### config.mk
export PLATFORM = sky130hd
export DESIGN_NAME = lphm_queue
export DESIGN_NICKNAME = d
export VERILOG_FILES = /design/src/rtl/lphm_queue.sv
export SDC_FILE = /design/constraint.sdc
export NUM_CORES = 1
export LEC_CHECK = 0
export BUFFER_PORTS_ARGS = -buffer_cell sky130_fd_sc_hd__buf_2
export CAP_MARGIN = 0
export CORE_AREA = 2 2 39 41
export CTS_BUF_LIST = sky130_fd_sc_hd__clkbuf_4 sky130_fd_sc_hd__clkbuf_8 sky130_fd_sc_hd__clkbuf_16
export DETAILED_ROUTE_END_ITERATION = 16
export DIE_AREA = 0 0 41 43
export MAX_ROUTING_LAYER = met4
export SETUP_SLACK_MARGIN = 0.5
export SYNTH_ARGS = -nofsm -noshare
export SYNTH_HDL_FRONTEND = slang
export SYNTH_SLANG_ARGS = --single-unit
### constraint.sdc
create_clock -name clk_i -period 0.9 [get_ports clk_i]
set_clock_uncertainty 0.1 [all_clocks]
set_input_delay 0.09 -clock clk_i [delete_from_list [all_inputs] [get_ports clk_i]]
set_output_delay 0.09 -clock clk_i [all_outputs]
set_load 0.1 [all_outputs]
### src/rtl/lphm_queue.sv
// Small register queue between the hash front end and the probe back end.
// Generic width and depth; no package dependencies.
`timescale 1ns / 1ps

module lphm_queue #(
  parameter int unsigned Width = 1,
  parameter int unsigned Depth = 2
) (
  input  logic             clk_i,
  input  logic             rst_ni,
  input  logic             push_i,
  input  logic [Width-1:0] data_i,
  output logic             full_o,
  input  logic             pop_i,
  output logic [Width-1:0] data_o,
  output logic             empty_o
);

  localparam int unsigned PtrW = (Depth > 1) ? $clog2(Depth) : 1;
  localparam int unsigned CntW = $clog2(Depth + 1);

  logic [Width-1:0] mem_q [Depth];
  logic [PtrW-1:0]  wr_q, rd_q;
  logic [CntW-1:0]  cnt_q;

  always_ff @(posedge clk_i or negedge rst_ni) begin
    if (!rst_ni) begin
      wr_q  <= '0;
      rd_q  <= '0;
      cnt_q <= '0;
    end else begin
      if (push_i) begin
        wr_q <= (wr_q == PtrW'(Depth - 1)) ? '0 : wr_q + 1'b1;
      end
      if (pop_i) begin
        rd_q <= (rd_q == PtrW'(Depth - 1)) ? '0 : rd_q + 1'b1;
      end
      if (push_i && !pop_i) begin
        cnt_q <= cnt_q + 1'b1;
      end else if (pop_i && !push_i) begin
        cnt_q <= cnt_q - 1'b1;
      end
    end
  end

  always_ff @(posedge clk_i) begin
    if (push_i) begin
      mem_q[wr_q] <= data_i;
    end
  end

  assign data_o  = mem_q[rd_q];
  assign full_o  = (cnt_q == CntW'(Depth));
  assign empty_o = (cnt_q == '0);

endmodule

Yosys cells after proc, flatten, opt, wreduce, memory -nomap -nowiden
Memories as Yosys holds them, arrays and structs flattened.
Index checks and enable logic that the tools add are counted.
{ "op_classes": {"add_sub_neg": 4, "n_eq_ne": 1, "muxes": 6, "reduce_logical": 6} }
{ "ops": {"columns": ["cell", "count"], "rows": [
  ["1-bit 2-to-1 mux", 4],
  ["2-bit 2-to-1 mux", 2],
  ["1-bit adder, second input constant", 2],
  ["2-bit by 1-bit adder with 2-bit output, second input constant", 1],
  ["2-bit == test, second input constant", 1],
  ["1-bit logical AND", 2],
  ["1-bit zero test", 2],
  ["2-bit zero test", 1],
  ["2-bit nonzero test", 1],
  ["2-bit by 1-bit subtractor with 2-bit output, second input constant", 1]
]} }
{ "totals": {"ff_bits": 4, "ramBits": 2, "out_inout_bits": 3, "elab_cells": 21, "mem_count": 1} }
{ "memory_table": {"columns": ["memory", "depth", "word_bits", "rd", "rd_ports_with_merged_regs", "write_ports", "line", "text"], "rows": [
  ["mem_q", 2, 1, 1, 0, 1, "22", "logic [Width-1:0] mem_q [Depth];"]
]} }

Logic depth before layout (Yosys ltp)
Gate-level depths: netlist of run 1.
{ "logic_depth": {"ltp_word": 4, "mapped_depth": 5} }

Worst setup path after synthesis of run 1
OpenSTA, ideal clock, no wires.
{ "synth_timing": {"kind": "reg-to-output", "from": "register cnt_q[0]", "to": "output empty_o", "arrival_time_ns": 1.676, "path_slack_ns": -0.966, "stages_incl_launch_ff": 2, "n_path_buf": 0, "cell_sequence": "dfrtp_1 nor2_1"} }
{ "synth_via": {"elab_chain_cells": 1} }
{ "synth_lines": {"columns": ["item", "line", "text"], "rows": [
  ["start, declared", "24", "logic [CntW-1:0] cnt_q;"],
  ["start signal, assigned", "39", "cnt_q <= cnt_q + 1'b1;"],
  ["start signal, assigned", "41", "cnt_q <= cnt_q - 1'b1;"],
  ["2-bit zero test", "54", "assign empty_o = (cnt_q == '0);"],
  ["end, declared", "16", "output logic empty_o"]
]} }
Every way passes these cells.

Worst setup path in the final report of run 1
{ "layout_timing": {"from": "register rd_q", "to": "output data_o"} }
{ "layout_via": {"elab_chain_cells": 1} }
{ "layout_lines": {"columns": ["item", "line", "text"], "rows": [
  ["start, declared", "23", "logic [PtrW-1:0] wr_q, rd_q;"],
  ["start signal, assigned", "36", "rd_q <= (rd_q == PtrW'(Depth - 1)) ? '0 : rd_q + 1'b1;"],
  ["memory read 2 x 1 bit", null, null],
  ["end, declared", "15", "output logic [Width-1:0] data_o,"]
]} }
Every way passes these cells.

==> results of run 1 <==
sequential cells by signal, summed over array words and instances, names as in the netlist:
| register | count |
|---|---|
| rd_q | 1 |
| cnt_q | 2 |
| wr_q | 1 |
| mem_q | 2 |
stage by stage:
stage	cell area [sq um]	setup slack, ns
finish	478	-0.408
CTS	474	-0.425
detailed placement	425	-0.150
global placement	425	-0.136
global route	478	-0.437
floorplan	273	-0.199
worst max-delay path by stage:
stage	cells past startpoint	slack, ns	end	from
after CTS	2	-0.43	data_o	rd_q
after floorplan	1	-0.20	empty_o	cnt_q[1]
after detailed placement	2	-0.15	data_o	rd_q
after global placement	2	-0.14	data_o	rd_q
final	2	-0.41	data_o	rd_q
after global routing	2	-0.44	data_o	rd_q
layout by cell type, fill, tap and decap left out, drive strengths merged:
master,instances
nor2b,1
and2b,1
nor2,2
edfxtp,2
clkbuf,4
buf,15
mux2,1
dfrtp,4
xor2,4
ha,1
xnor2,1
and2,1
inv,1
cells in the mapped netlist:
master / n / area share
nor2b_1: 1 / 0.024
mux2_2: 1 / 0.043
ha_1: 1 / 0.048
inv_1: 1 / 0.014
xnor2_1: 1 / 0.034
xor2_1: 4 / 0.13
and2b_2: 1 / 0.034
nor2_1: 2 / 0.029
dfrtp_1: 4 / 0.38
and2_1: 1 / 0.024
edfxtp_1: 2 / 0.23
per-layer routing:
layer / GRT usage / wire, um
met3: 0.0157 / 18
met2: 0.0844 / 197
met4: 0.140 / 37
met1: 0.0658 / 189
met5: - / 0
worst max-delay path, cell delays in order, from the launching register on:
cell and delay (ns):
dfrtp_1 0.38, mux2_4 0.32, buf_12 0.17
final cells by class:
type | instances | area share
well taps | 16 | 0.0419
flip-flops and latches | 6 | 0.335
multi-input cells | 12 | 0.228
clock buffers | 4 | 0.0628
inverters | 1 | 0.00785
repair buffers | 15 | 0.325
what timing repair did:
action	4_1_cts	5_1_grt
hold endpoints to repair	6	6
setup buffers	1	0
resized for setup	3	1
setup endpoints to repair	9	9
pin swaps	2	0
cells by family (layout without fill, tap and decap cells):
family                   Yosys count  in the layout  synth area share
flip-flops                         6              6             0.615
XOR/XNOR                           5              5             0.168
multiplexers                       1              1            0.0433
AND/OR/NAND/NOR                    5              5             0.111
adder cells (fa/ha/maj)            1              1            0.0481
buffers and inverters              1             20            0.0144
==> out/results.txt, run 1 <==
Mapped Cells -> 19
max-slew violation count -> 0
Buffers on Ports -> 7
Initial Util -> 0.188
Final setup violation count -> 6
share of post-route cells with drive strength above 1 -> 0.579
worst-path fanout max -> 2
syn_area_per_cell -> 13.7 sq um
net count after synthesis -> 25
root buffer cell -> clkbuf_4
synth warn -> 0
dpl hpwl -> 360 um
GRT Total Usage -> 0.0736
later-pin clock latency in the skew report -> 0.25 ns
Peak Freq -> 764 MHz
Die W -> 41 um
DR vias/cell -> 3.63
HP Class -> primary input to asynchronous set/reset pin
Area Overhead vs Synth -> 83.7%
CTS tree -> yes
Core Region -> 1380 sq um
kind of critical path -> flip-flop to output pin
Post-Syn Area -> 260 sq um
Die Footprint -> 1760 sq um
Netlist cell types -> 11
max cap viols -> 0
clock sinks -> 6
RR Endpoint -> cnt_q[1]
fin cells -> 54
overall die height -> 43 um
R2R depth -> 4
Setup crit end kind -> output pin
failing checks -> hold timing, setup timing
Slew @ Worst Pin -> 0.146 ns
Worst Hold Margin -> -0.461 ns
cts bufs inserted -> 3
RR Startpoint -> cnt_q[0]
CP Launch Type -> flip-flop
initial antenna violation count -> 0
final core occ -> 0.345
fill count -> 141
final worst setup slack -> -0.408 ns
grt ovf -> 0
max_slew headroom -> 0.903
Worst-path clk slew -> 0.05 ns
CTS max path bufs -> 2
Final Wtd Congestion -> 0.736
setup TNS -> -1.37 ns
area occupied by multi-input gates -> 109 sq um
Post-route DRC -> 0
register area share after synthesis -> 0.615
Final ANT Viol Nets -> 0
Net count, final -> 45
period utilization -> 1.45
largest net degree at the start of global routing -> 5
register area -> 160 sq um
unrepaired setup endpoints after global routing -> true
num rows -> 14
number of synthesized register bits -> 6
Critical Path AT -> 1.12 ns
I/O Pins -> 8
status -> complete, but fails checks
initial DRC count -> 0
final wirelength -> 443 um
placed cells -> 49
# diodes -> 0
drt first pass iters -> 1
Final Hold Vio Count -> 6
r2r setup slk -> -0.18 ns
H-Tree Level Count -> 1
critical path required time -> 0.71 ns
drt wl/cell -> 8.20 um
DR vias -> 196
vias in the first global route -> 196
global-route wire length before repair -> 703 um
Final min period -> 1.31 ns
Power of run 1 is not shown: default switching activity piles up to over one toggle a cycle in this logic, so the estimate is an artifact.
==> run 2: changes to the inputs <==
==> constraint.sdc (replaced) <==
create_clock -name clk_i -period 1.2 [get_ports clk_i]
set_clock_uncertainty 0.1 [all_clocks]
set_input_delay 0.12 -clock clk_i [delete_from_list [all_inputs] [get_ports clk_i]]
set_output_delay 0.12 -clock clk_i [all_outputs]
set_load 0.1 [all_outputs]
==> run 2 against run 1 <==
The run still ends with hold timing, setup timing left. Clock-buffer cell count unchanged. Critical path depth is the same. Worst hold slack improved by 0.44 ns. Sequential share of layout area increased by 0.80 points. Via count fell by 3.1%. Die area unchanged. Routed wire length increased by 17%. Global-route usage fell by 0.41 points. Final cell count shrank 5.6%.
==> out/results.txt, run 2 (same netlist as run 1, synthesis figures left out) <==
Worst-path clk slew -> 0.05 ns (about the same)
global routing's busiest layer -> met2
period utilization -> 1.12
Initial Util -> 0.188 (unchanged)
later-pin clock latency in the skew report -> 0.24 ns (about the same)
Hold Path Origin -> data_i
R2R depth -> 5 (+1)
max-slew violation count -> 0 (unchanged)
Final setup violation count -> 4 (-2)
Core Region -> 1380 sq um (unchanged)
Worst Hold Path EP -> mem_q[1]
CP cell instances -> mux2_4 > buf_12
Worst Hold Margin -> -0.0255 ns (+0.435 ns)
CP Launch Type -> flip-flop
final worst setup slack -> -0.138 ns (+0.270 ns)
failing checks -> hold timing, setup timing
CTS max path bufs -> 2 (unchanged)
met3 Use GR -> 0.0314 (+0.0157)
# diodes -> 0 (unchanged)
status -> complete, but fails checks
Critical Path AT -> 1.12 ns (about the same)
Net count, final -> 42 (-6.7%)
unrepaired setup endpoints after global routing -> true
clock sinks -> 6 (unchanged)
RR Endpoint -> cnt_q[1]
drt first pass iters -> 4 (+3)
Die Footprint -> 1760 sq um (unchanged)
HP Class -> primary input to flip-flop
hold path depth -> 1
share of post-route cells with drive strength above 1 -> 0.600 (+0.0211)
Largest regs -> cnt_q (2), mem_q (2)
crit path max-delay cell type -> dfrtp_1
Area Overhead vs Synth -> 80.8%
Final Wtd Congestion -> 0.637 (-13%)
Post-route DRC -> 0 (unchanged)
Final Hold Vio Count -> 3 (-3)
CTS tree -> yes
I/O Pins -> 8 (unchanged)
r2r setup slk -> 0 ns (+0.18 ns)
hold-fix buffer count after cts -> 1
initial DRC count -> 2 (+2)
Slew @ Worst Pin -> 0.168 ns (+0.0214 ns)
met2 global-route usage -> 0.103 (+0.0187)
GRT Total Usage -> 0.0695 (-0.00407)
cts bufs inserted -> 3 (unchanged)
fill count -> 150 (+6.4%)
global-route wire length before repair -> 772 um (+9.8%)
Final min period -> 1.34 ns
final wirelength -> 520 um (+17%)
critical path required time -> 0.98 ns (+0.27 ns)
largest net degree at the start of global routing -> 5 (unchanged)
grt ovf -> 0 (unchanged)
M1 GR Usage -> 0.0726 (+0.00682)
kind of critical path -> flip-flop to output pin
initial antenna violation count -> 0 (unchanged)
H-Tree Level Count -> 1 (unchanged)
max_slew headroom -> 0.888 (-0.0143)
DR vias -> 190 (-3.1%)
max cap viols -> 0 (unchanged)
Die W -> 41 um (unchanged)
drt wl/cell -> 10.2 um (+24%)
Max stage delay on crit path -> 0.39 ns (about the same)
DR vias/cell -> 3.73 (+2.6%)
Peak Freq -> 747 MHz
root buffer cell -> clkbuf_4
Buffers on Ports -> 7 (unchanged)
Setup crit end kind -> output pin
worst-path fanout max -> 2 (unchanged)
vias in the first global route -> 200 (+2.0%)
most frequent cells in the layout -> 4 x clkbuf_4, 4 x buf_2
overall die height -> 43 um (unchanged)
Final ANT Viol Nets -> 0 (unchanged)
RR Startpoint -> cnt_q[0]
num rows -> 14 (unchanged)
run 2: changes by cell type in the layout (fill, tap and decap cells not counted), sizes merged:
cell         delta
dlygate4sd3     +1
buf             -4
run 2: per-layer routing:
metal | part of all wire | vias up
met5 | 0 | -
met4 | 0 | 0
met3 | 0.040 | 0
met2 | 0.56 | 6
met1 | 0.40 | 93
li1 | - | 91
run 2: final cells by class:
| class | instances | area (sq um) | share of cell area |
|---|---|---|---|
| clock buffer | 4 | 30.0 | 0.0638 |
| timing repair buffer | 12 | 131 | 0.279 |
| tap | 16 | 20.0 | 0.0426 |
| multi-input combinational | 12 | 124 | 0.263 |
| sequential | 6 | 161 | 0.343 |
| inverter | 1 | 3.75 | 0.00798 |
run 2: what timing repair did:
| item | in CTS | in global routing |
|---|---|---|
| endpoints found under the hold margin | 7 | 3 |
| pin swaps | 2 | 2 |
| buffers inserted | 4 | 0 |
| endpoints found under the setup margin | 9 | 9 |
| resized for setup | 4 | 2 |
| cloned | 0 | 0 |
run 2: worst max path at each step:
stage	from	to	slack (ns)	depth (start not counted)
2_1_floorplan	cnt_q[1]	empty_o	0.07	1
3_3_place_gp	rd_q	data_o	0.11	2
4_1_cts	rd_q	data_o	-0.14	2
6_report	rd_q	data_o	-0.14	2
3_5_place_dp	rd_q	data_o	0.11	2
5_1_grt	rd_q	data_o	-0.16	2
run 2: per-stage QoR:
step	worst slack (ns)	util	instance area [sq um]	cells	setup TNS (ns)
global route	-0.161	0.340	470	51	-0.427
global placement	0.113	0.269	373	42	0
detailed placement	0.107	0.269	373	42	0
floorplan	0.0708	-	273	19	0
finish	-0.138	0.340	470	51	-0.256
CTS	-0.141	0.329	455	51	-0.290
run 2: worst max-delay path: cells and delay by family (launching register included):
family   cells  cell delay (ns)
buf+inv      1             0.17
mux          1             0.32
flops        1             0.39
Power of run 2 is left out for the same reason.
