`config.mk`:
```
export PLATFORM = sky130hd
export DESIGN_NAME = lphm_front
export DESIGN_NICKNAME = d
export VERILOG_FILES = /design/src/rtl/lphm_pkg.sv /design/src/rtl/lphm_front.sv
export SDC_FILE = /design/constraint.sdc
export NUM_CORES = 2
export LEC_CHECK = 0
export ABC_AREA = 0
export BUFFER_PORTS_ARGS = -buffer_cell sky130_fd_sc_hd__buf_2
export CAP_MARGIN = 10
export CORE_UTILIZATION = 62
export CTS_BUF_LIST = sky130_fd_sc_hd__clkbuf_16
export DETAILED_ROUTE_END_ITERATION = 10
export HOLD_SLACK_MARGIN = 0.03
export PLACE_DENSITY = 0.8
export RECOVER_POWER = 25
export SYNTH_ARGS = -nofsm -noshare
export SYNTH_HDL_FRONTEND = slang
export SYNTH_SLANG_ARGS = --single-unit
```
`constraint.sdc`:
```
create_clock -name clk_i -period 11.86 [get_ports clk_i]
set_clock_uncertainty 0.05 [all_clocks]
set_input_delay 1.186 -clock clk_i [delete_from_list [all_inputs] [get_ports clk_i]]
set_output_delay 1.186 -clock clk_i [all_outputs]
set_load 0.02 [all_outputs]
```
`src/rtl/lphm_pkg.sv`:
```
// Package for the linear probe hash map: payload structs, status and command
// codes, hash constants and sizing defaults. No dependencies.
`timescale 1ns / 1ps

package lphm_pkg;

  localparam int unsigned SLOTS_DEFAULT = 1024;
  localparam int unsigned CNT_W         = 11;
  localparam int unsigned LIMIT_W       = 10;
  localparam int unsigned QUEUE_DEPTH   = 2;

  localparam logic [LIMIT_W-1:0] FILL_LIMIT_RESET = 10'd768;

  localparam logic [63:0] MIX_C1 = 64'hbf58476d1ce4e5b9;
  localparam logic [63:0] MIX_C2 = 64'h94d049bb133111eb;
  localparam int unsigned MIX_S1 = 30;
  localparam int unsigned MIX_S2 = 27;
  localparam int unsigned MIX_S3 = 31;

  typedef enum logic {
    CMD_INSERT = 1'b0,
    CMD_LOOKUP = 1'b1
  } cmd_e;

  typedef enum logic [2:0] {
    ST_NEW  = 3'd0,
    ST_OVER = 3'd1,
    ST_HIT  = 3'd2,
    ST_MISS = 3'd3,
    ST_ZERO = 3'd4,
    ST_FULL = 3'd5
  } status_e;

  typedef struct packed {
    cmd_e               cmd;
    logic signed [63:0] key;
    logic signed [63:0] value;
  } item_t;

  typedef struct packed {
    status_e            status;
    logic signed [63:0] found_value;
  } result_t;

  typedef struct packed {
    item_t item;
    logic  zero;
  } job_t;

  typedef enum logic [1:0] {
    F_IDLE,
    F_MUL1,
    F_MUL2,
    F_PUSH
  } front_state_e;

  typedef enum logic [1:0] {
    B_CLR,
    B_IDLE,
    B_RD,
    B_CMP
  } back_state_e;

endpackage

```
`src/rtl/lphm_front.sv`:
```
// Front end of the linear probe hash map: takes one command, flags zero keys
// and computes the home slot on one shared 32x32 multiplier. Uses lphm_pkg.
`timescale 1ns / 1ps

module lphm_front #(
  parameter int unsigned SLOTS = lphm_pkg::SLOTS_DEFAULT
) (
  input  logic                     clk_i,
  input  logic                     rst_ni,
  input  logic                     accept_i,
  input  lphm_pkg::item_t          item_i,
  output logic                     busy_o,
  input  logic                     q_full_i,
  output logic                     push_o,
  output lphm_pkg::job_t           job_o,
  output logic [$clog2(SLOTS)-1:0] slot_o
);
  import lphm_pkg::*;

  localparam int unsigned SlotW = $clog2(SLOTS);

  front_state_e     state_q, state_d;
  logic [1:0]       step_q, step_d;
  logic [63:0]      x_q, x_d;
  logic [63:0]      acc_q, acc_d;
  job_t             job_q, job_d;
  logic [SlotW-1:0] slot_q, slot_d;

  logic [63:0] mul_b;
  logic [31:0] op_a, op_b;
  logic [63:0] prod;
  logic [63:0] sum;
  logic [63:0] key_u;

  assign key_u = $unsigned(item_i.key);
  assign mul_b = (state_q == F_MUL1) ? MIX_C1 : MIX_C2;

  always_comb begin
    case (step_q)
      2'd0: begin
        op_a = x_q[31:0];
        op_b = mul_b[31:0];
      end
      2'd1: begin
        op_a = x_q[63:32];
        op_b = mul_b[31:0];
      end
      default: begin
        op_a = x_q[31:0];
        op_b = mul_b[63:32];
      end
    endcase
  end

  assign prod = {32'h0, op_a} * {32'h0, op_b};
  assign sum  = (step_q == 2'd0) ? prod : acc_q + {prod[31:0], 32'h0};

  always_comb begin
    state_d = state_q;
    step_d  = step_q;
    x_d     = x_q;
    acc_d   = acc_q;
    job_d   = job_q;
    slot_d  = slot_q;
    push_o  = 1'b0;
    case (state_q)
      F_IDLE: begin
        if (accept_i) begin
          job_d.item = item_i;
          job_d.zero = (key_u == 64'h0);
          x_d        = key_u ^ (key_u >> MIX_S1);
          step_d     = 2'd0;
          slot_d     = '0;
          state_d    = (key_u == 64'h0) ? F_PUSH : F_MUL1;
        end
      end
      F_MUL1: begin
        acc_d  = sum;
        step_d = step_q + 2'd1;
        if (step_q == 2'd2) begin
          x_d     = sum ^ (sum >> MIX_S2);
          step_d  = 2'd0;
          state_d = F_MUL2;
        end
      end
      F_MUL2: begin
        acc_d  = sum;
        step_d = step_q + 2'd1;
        if (step_q == 2'd2) begin
          x_d     = sum ^ (sum >> MIX_S3);
          slot_d  = x_d[SlotW-1:0];
          step_d  = 2'd0;
          state_d = F_PUSH;
        end
      end
      F_PUSH: begin
        if (!q_full_i) begin
          push_o  = 1'b1;
          state_d = F_IDLE;
        end
      end
      default: begin
        state_d = F_IDLE;
      end
    endcase
  end

  always_ff @(posedge clk_i or negedge rst_ni) begin
    if (!rst_ni) begin
      state_q <= F_IDLE;
      step_q  <= 2'd0;
    end else begin
      state_q <= state_d;
      step_q  <= step_d;
    end
  end

  always_ff @(posedge clk_i) begin
    x_q    <= x_d;
    acc_q  <= acc_d;
    job_q  <= job_d;
    slot_q <= slot_d;
  end

  assign busy_o = (state_q != F_IDLE);
  assign job_o  = job_q;
  assign slot_o = slot_q;

endmodule

```
### Word-level counts from Yosys, hierarchy flattened

Cells that the tools add are included.

| storage, ports and cells | value |
|---|---|
| register bits | 272 |
| logic and storage cells | 60 |

| cells by class | value |
|---|---|
| add/sub/neg operators | 2 |
| equal/unequal tests | 9 |
| $mul | 1 |
| reductions and logical operators | 14 |
| bitwise logic cells | 3 |
| mux-type cells | 22 |

Operator list:

| cell | count |
|---|---|
| 64-bit 2-to-1 mux | 4 |
| 64-bit one-hot mux with 3 select lines | 1 |
| 64-bit adder | 1 |
| 64-bit logical NOT | 1 |
| 32-bit by 32-bit multiplier with 64-bit output | 1 |
| 32-bit 2-to-1 mux | 2 |
| 64-bit by 33-bit XOR with 64-bit output | 1 |
| 64-bit by 34-bit XOR with 64-bit output | 1 |
| 64-bit by 37-bit XOR with 64-bit output | 1 |
| 62-bit 2-to-1 mux | 1 |
| 10-bit 2-to-1 mux | 2 |
| 10-bit one-hot mux with 2 select lines | 1 |
| 2-bit 2-to-1 mux | 7 |
| 2-bit one-hot mux with 4 select lines | 1 |
| 4-bit AND reduction | 2 |
| 2-bit equality test, second input constant | 3 |
| 2-bit != test, second input constant | 3 |
| 2-bit nonzero test | 3 |
| 2-bit by 1-bit equality test with 1-bit output, second input constant | 2 |
| 2-bit logical NOT | 2 |
| 2-bit one-hot mux with 2 select lines | 1 |
| 2-bit AND reduction | 2 |
| 2-bit OR reduction | 2 |
| 3-bit AND reduction | 1 |
| other kinds (4) | 5 |

### Depth between registers and ports, before layout

| depth | value |
|---|---|
| word-level depth | 9 |
| depth in mapped cells | 46 |
| gate-level depth less buffers | 42 |

### Worst setup path before layout

OpenSTA, ideal clock, no wires.

| timing | value |
|---|---|
| path kind | flip-flop to flip-flop |
| start | register state_q[1] |
| end | register x_q[63] (data pin) |
| stages on the path, launching flop included | 40 |
| data arrival time | 9.926 ns |
| slack | 1.627 ns |
| clock period less this slack | 10.233 ns |
| path buffers | 3 |
| library setup time | 0.256 ns |
| data required time | 11.554 ns |
| cell sequence | dfrtp_1 inv_1 ha_1 clkbuf_1 clkinv_1 ha_1 clkbuf_1 clkbuf_1 nand2_1 fa_1 inv_1 fa_1 inv_1 fa_1 fa_1 inv_1 ha_1 ha_1 [4 not listed] and3b_1 o41a_1 a311oi_2 nand2b_1 nor2b_1 xnor2_1 ha_1 nand2_1 nor3_1 nand2_1 o211a_1 o31a_1 o31ai_1 a31oi_1 xnor3_1 nor2_1 or2_1 a22o_1 |

| between the ends | value |
|---|---|
| word-level cells in the longest chain between the ends | 9 |
| elaborated cells on any way between the ends | 13 |

RTL lines:

| item | line | text |
|---|---|---|
| start, declared | lphm_front.sv:22 | `front_state_e state_q, state_d;` |
| start signal, assigned | lphm_front.sv:113 | `state_q <= state_d;` |
| 2-bit by 1-bit equality test with 1-bit output * | lphm_front.sv:36 | `assign mul_b = (state_q == F_MUL1) ? MIX_C1 : MIX_C2;` |
| 62-bit 2-to-1 mux * | lphm_front.sv:36 |  |
| 32-bit 2-to-1 mux * | lphm_front.sv:39 | `case (step_q)` |
| 32-bit by 32-bit multiplier with 64-bit output * | lphm_front.sv:55 | `assign prod = {32'h0, op_a} * {32'h0, op_b};` |
| 64-bit adder | lphm_front.sv:56 | `assign sum = (step_q == 2'd0) ? prod : acc_q + {prod[31:0], 32'h0};` |
| 64-bit 2-to-1 mux * | lphm_front.sv:56 |  |
| via sum[63] | lphm_front.sv:32 | `logic [63:0] sum;` |
| 64-bit by 33-bit XOR with 64-bit output / 64-bit by 37-bit XOR with 64-bit output (equally long branches) | lphm_front.sv:90, lphm_front.sv:81 |  |
| 64-bit 2-to-1 mux, on equally long branches | lphm_front.sv:89, lphm_front.sv:80 |  |
| 64-bit one-hot mux with 3 select lines * | lphm_front.sv:66 | `case (state_q)` |
| via x_d[63] | lphm_front.sv:24 | `logic [63:0] x_q, x_d;` |
| end signal, assigned | lphm_front.sv:119 | `x_q <= x_d;` |
| end, declared | lphm_front.sv:24 |  |

The timed path passes the listed nets; every way through them passes the cells marked *. The select of a mux whose other input is x is not followed.
A chain may end at the register's enable or synchronous reset.

### Worst setup path in the final report

| timing | value |
|---|---|
| start | register step_q[0] |
| end | register x_q[30] (data pin) |

| between the ends | value |
|---|---|
| word-level cells in the longest chain between the ends | 9 |
| elaborated cells on any way between the ends | 13 |

RTL lines:

| item | line | text |
|---|---|---|
| start, declared | lphm_front.sv:23 | `logic [1:0] step_q, step_d;` |
| start signal, assigned | lphm_front.sv:114 | `step_q <= step_d;` |
| 2-bit by 1-bit equality test with 1-bit output / 2-bit logical NOT (equally long branches) | lphm_front.sv:39, lphm_front.sv:56 |  |
| 2-bit OR reduction (no line) | n/a |  |
| 32-bit 2-to-1 mux | lphm_front.sv:39 |  |
| 32-bit by 32-bit multiplier with 64-bit output | lphm_front.sv:55 |  |
| 64-bit adder | lphm_front.sv:56 |  |
| 64-bit 2-to-1 mux * | lphm_front.sv:56 |  |
| via sum[61] | lphm_front.sv:32 |  |
| 64-bit by 33-bit XOR with 64-bit output * | lphm_front.sv:90 | `x_d = sum ^ (sum >> MIX_S3);` |
| 64-bit 2-to-1 mux * | lphm_front.sv:89 | `if (step_q == 2'd2) begin` |
| 64-bit one-hot mux with 3 select lines * | lphm_front.sv:66 |  |
| via x_d[30] | lphm_front.sv:24 |  |

Marked as above.

==> impl_metrics.env <==
export IMPL_status="complete, but fails checks"
export IMPL_failed_checks="capacitance limit, slew limit"
export IMPL_hold_violations=0
export IMPL_finalInstanceArea_sq_um=46400
export IMPL_detailedPlacementHpwl_mm=121
export IMPL_worst_skew_late_latency_ps=580
export IMPL_via_count=31800
export IMPL_min_path_type="primary input to asynchronous set/reset pin"
export IMPL_tritoncts_num_buffers=28
export IMPL_detail_route_antenna_nets=0
export IMPL_cts_path_max_buffers=3
export IMPL_routed_wirelength_mm=142
export IMPL_synth_warnings=0
export IMPL_cts_tree="done"
export IMPL_grt_max_degree=71
export IMPL_synth_area_per_cell_sq_um=10.4
export IMPL_die_area_sq_um=70300
export IMPL_pin_count=275
export IMPL_clk_transition_reported_paths_ps=70
export IMPL_arrival_ps=11760
export IMPL_cp_end_kind="register"
export IMPL_drive_above_1_share=0.0916
export IMPL_cts_hold_repair_buffers=0
export IMPL_netlist_cell_type_count=89
export IMPL_max_cap_violations=3
export IMPL_grt_ovfl_total=0
export IMPL_critical_path_class="register to register"
export IMPL_crit_slowest_cell="mux2i_2"
export IMPL_slew_viol_final=142
export IMPL_least_margin_pin_slew_ps=4370
export IMPL_post_route_period_util=0.975
export IMPL_synth_ff_latch_count=272
export IMPL_setup_slack_of_the_worst_register_to_register_path_ps=290
export IMPL_maxSlewHeadroom=-1.91
export IMPL_gpl_final_weighted_congestion=1.09
export IMPL_initial_utilization=0.626
export IMPL_most_common_layout_cells="inv_1, fa_1, ha_1"
export IMPL_path_common_cell="fa_1"
export IMPL_fmax_mhz=86.5
export IMPL_worstSetupStartpointType="register"
export IMPL_die_h_microns=265
export IMPL_cp_slowest_stage_delay_ps=830
export IMPL_post_synth_inst_count=4107
export IMPL_finalSetupViolations=0
export IMPL_critical_path_reg2reg_endpoint="x_q[30]"
export IMPL_detailed_place_area_sq_um=45600
export IMPL_htree_levels=1
export IMPL_sinks_on_clock_net=272
export IMPL_nNetsFinal=5689
export IMPL_grtUsageTotal=0.416
export IMPL_routedWlPerCell_microns=26.7
export IMPL_first_pass_iters=7
export IMPL_multi_input_comb_area_sq_um=30600
export IMPL_synth_net_count=5437
export IMPL_timing_critical_path_required_ps=12050
export IMPL_cts_repair_timing_setup_buffer_count=0
export IMPL_reg2reg_depth=31
export IMPL_post_route_drc_count=0
export IMPL_critical_path_fanout_max=15
export IMPL_chipWidth_microns=265
export IMPL_place_port_buffers=274
export IMPL_grt_antenna_before_repair=7
export IMPL_synth_area_sq_um=42900
export IMPL_first_global_vias=33200
export IMPL_number_of_enable_type_register_cells_in_the_synthesized_netlist=268
export IMPL_core_rowCount=96
export IMPL_timing_setup_tns_ps=0
export IMPL_grt_first_pass_wirelength_mm=211
export IMPL_final_hold_worst_slack_ps=387
export IMPL_cts_root_buf="clkbuf_16"
export IMPL_rr_startpoint="step_q[0]"
export IMPL_seqCellArea_sq_um=8150
export IMPL_yosys_most_used_dff="edfxtp_1"
export IMPL_filler_cell_count=5319
export IMPL_drtIter0Drc=3837
export IMPL_synth_seq_area_share=0.190
export IMPL_area_growth_syn_to_layout_pct=8.10
export IMPL_synthArstFlopShare=0.0147
export IMPL_period_needed_ps=11570
export IMPL_worstSetupStartpoint="step_q[0]"
export IMPL_detail_route_vias_per_cell=5.99
export IMPL_layout_commonest_cell="inv_1"
export IMPL_fp_coreArea_sq_um=68600
## kinds of logic after synthesis
| group | after synthesis | synth area share |
|---|---|---|
| and+or+nand+nor | 830 | 0.0951 |
| muxes | 49 | 0.0124 |
| AOI/OAI and AO/OA | 441 | 0.0698 |
| DFF | 272 | 0.190 |
| adders and majority gates | 1197 | 0.494 |
| buffers and inverters | 1123 | 0.0983 |
| xor gates and xnor gates | 195 | 0.0408 |
## metal layers
metal / GRT usage / wire, microns / up-vias
met2: 0.637 / 63300 / 2304
met1: 0.544 / 51500 / 15700
met3: 0.116 / 18000 / 477
li1: - / - / 13300
met5: 0 / 44 / -
met4: 0.214 / 9080 / 8
## state kept, by name, indices dropped and copies added, names as in the netlist
| signal | flops |
|---|---|
| x_q | 64 |
| slot_o | 10 |
| job_o | 130 |
| acc_q | 64 |
| step_q | 2 |
| state_q | 2 |
## worst max-delay path: cells and delay by family (launching register included)
| family | cells | cell delay (ps) |
|---|---|---|
| AO/OA/AOI/OAI | 8 | 1930 |
| XOR/XNOR | 2 | 560 |
| adder cells (fa/ha/maj) | 9 | 4260 |
| buffers and inverters | 7 | 1670 |
| flip-flops | 1 | 390 |
| multiplexers | 1 | 830 |
| AND/OR/NAND/NOR | 4 | 1500 |
## through the flow
step / setup WS, ps / instances / util
floorplan: 1630 / 4107 / -
global placement: 85.1 / 5260 / 0.665
detailed placement: 23.1 / 5260 / 0.665
CTS: 361 / 5308 / 0.678
global route: -16.4 / 5309 / 0.676
finish: 294 / 5312 / 0.676
## how the worst max path moves through the flow
stage / slack, ps / to / cells after the start
after floorplan: 1630 / x_q[63] / 39
after global placement: 90 / x_q[30] / 31
after detailed placement: 20 / x_q[30] / 31
after CTS: 360 / x_q[30] / 31
after global routing: -20 / x_q[14] / 31
final: 290 / x_q[30] / 31
## cell type report
cell class              instances  share of cell area
multi-input cells            2712               0.659
flip-flops and latches        272               0.176
inverters                     999              0.0809
repair buffers                346              0.0397
well taps                     931              0.0251
clock buffers                  28              0.0151
clock inverters                20             0.00391
diodes                          4            0.000216
## synth_stat cells, types with 64 or more instances
master      n  area (sq um)
nand2b_1   64           400
xnor2_1   131          1150
o21ai_0    76           380
and2_1    145           907
inv_1     996          3740
clkbuf_1  118           443
nor2_1    196           736
nand2_1   247           927
ha_1      370          4630
fa_1      827         16600
a21oi_1   136           681
edfxtp_1  268          8050
## what timing repair did
item	4_1_cts	5_1_grt
cloned	0	0
setup endpoints to repair	3	4
gates resized for setup	1	2
pin swaps	0	0
Power is not shown: default switching activity piles up to over one toggle a cycle in this logic, so the estimate is an artifact.
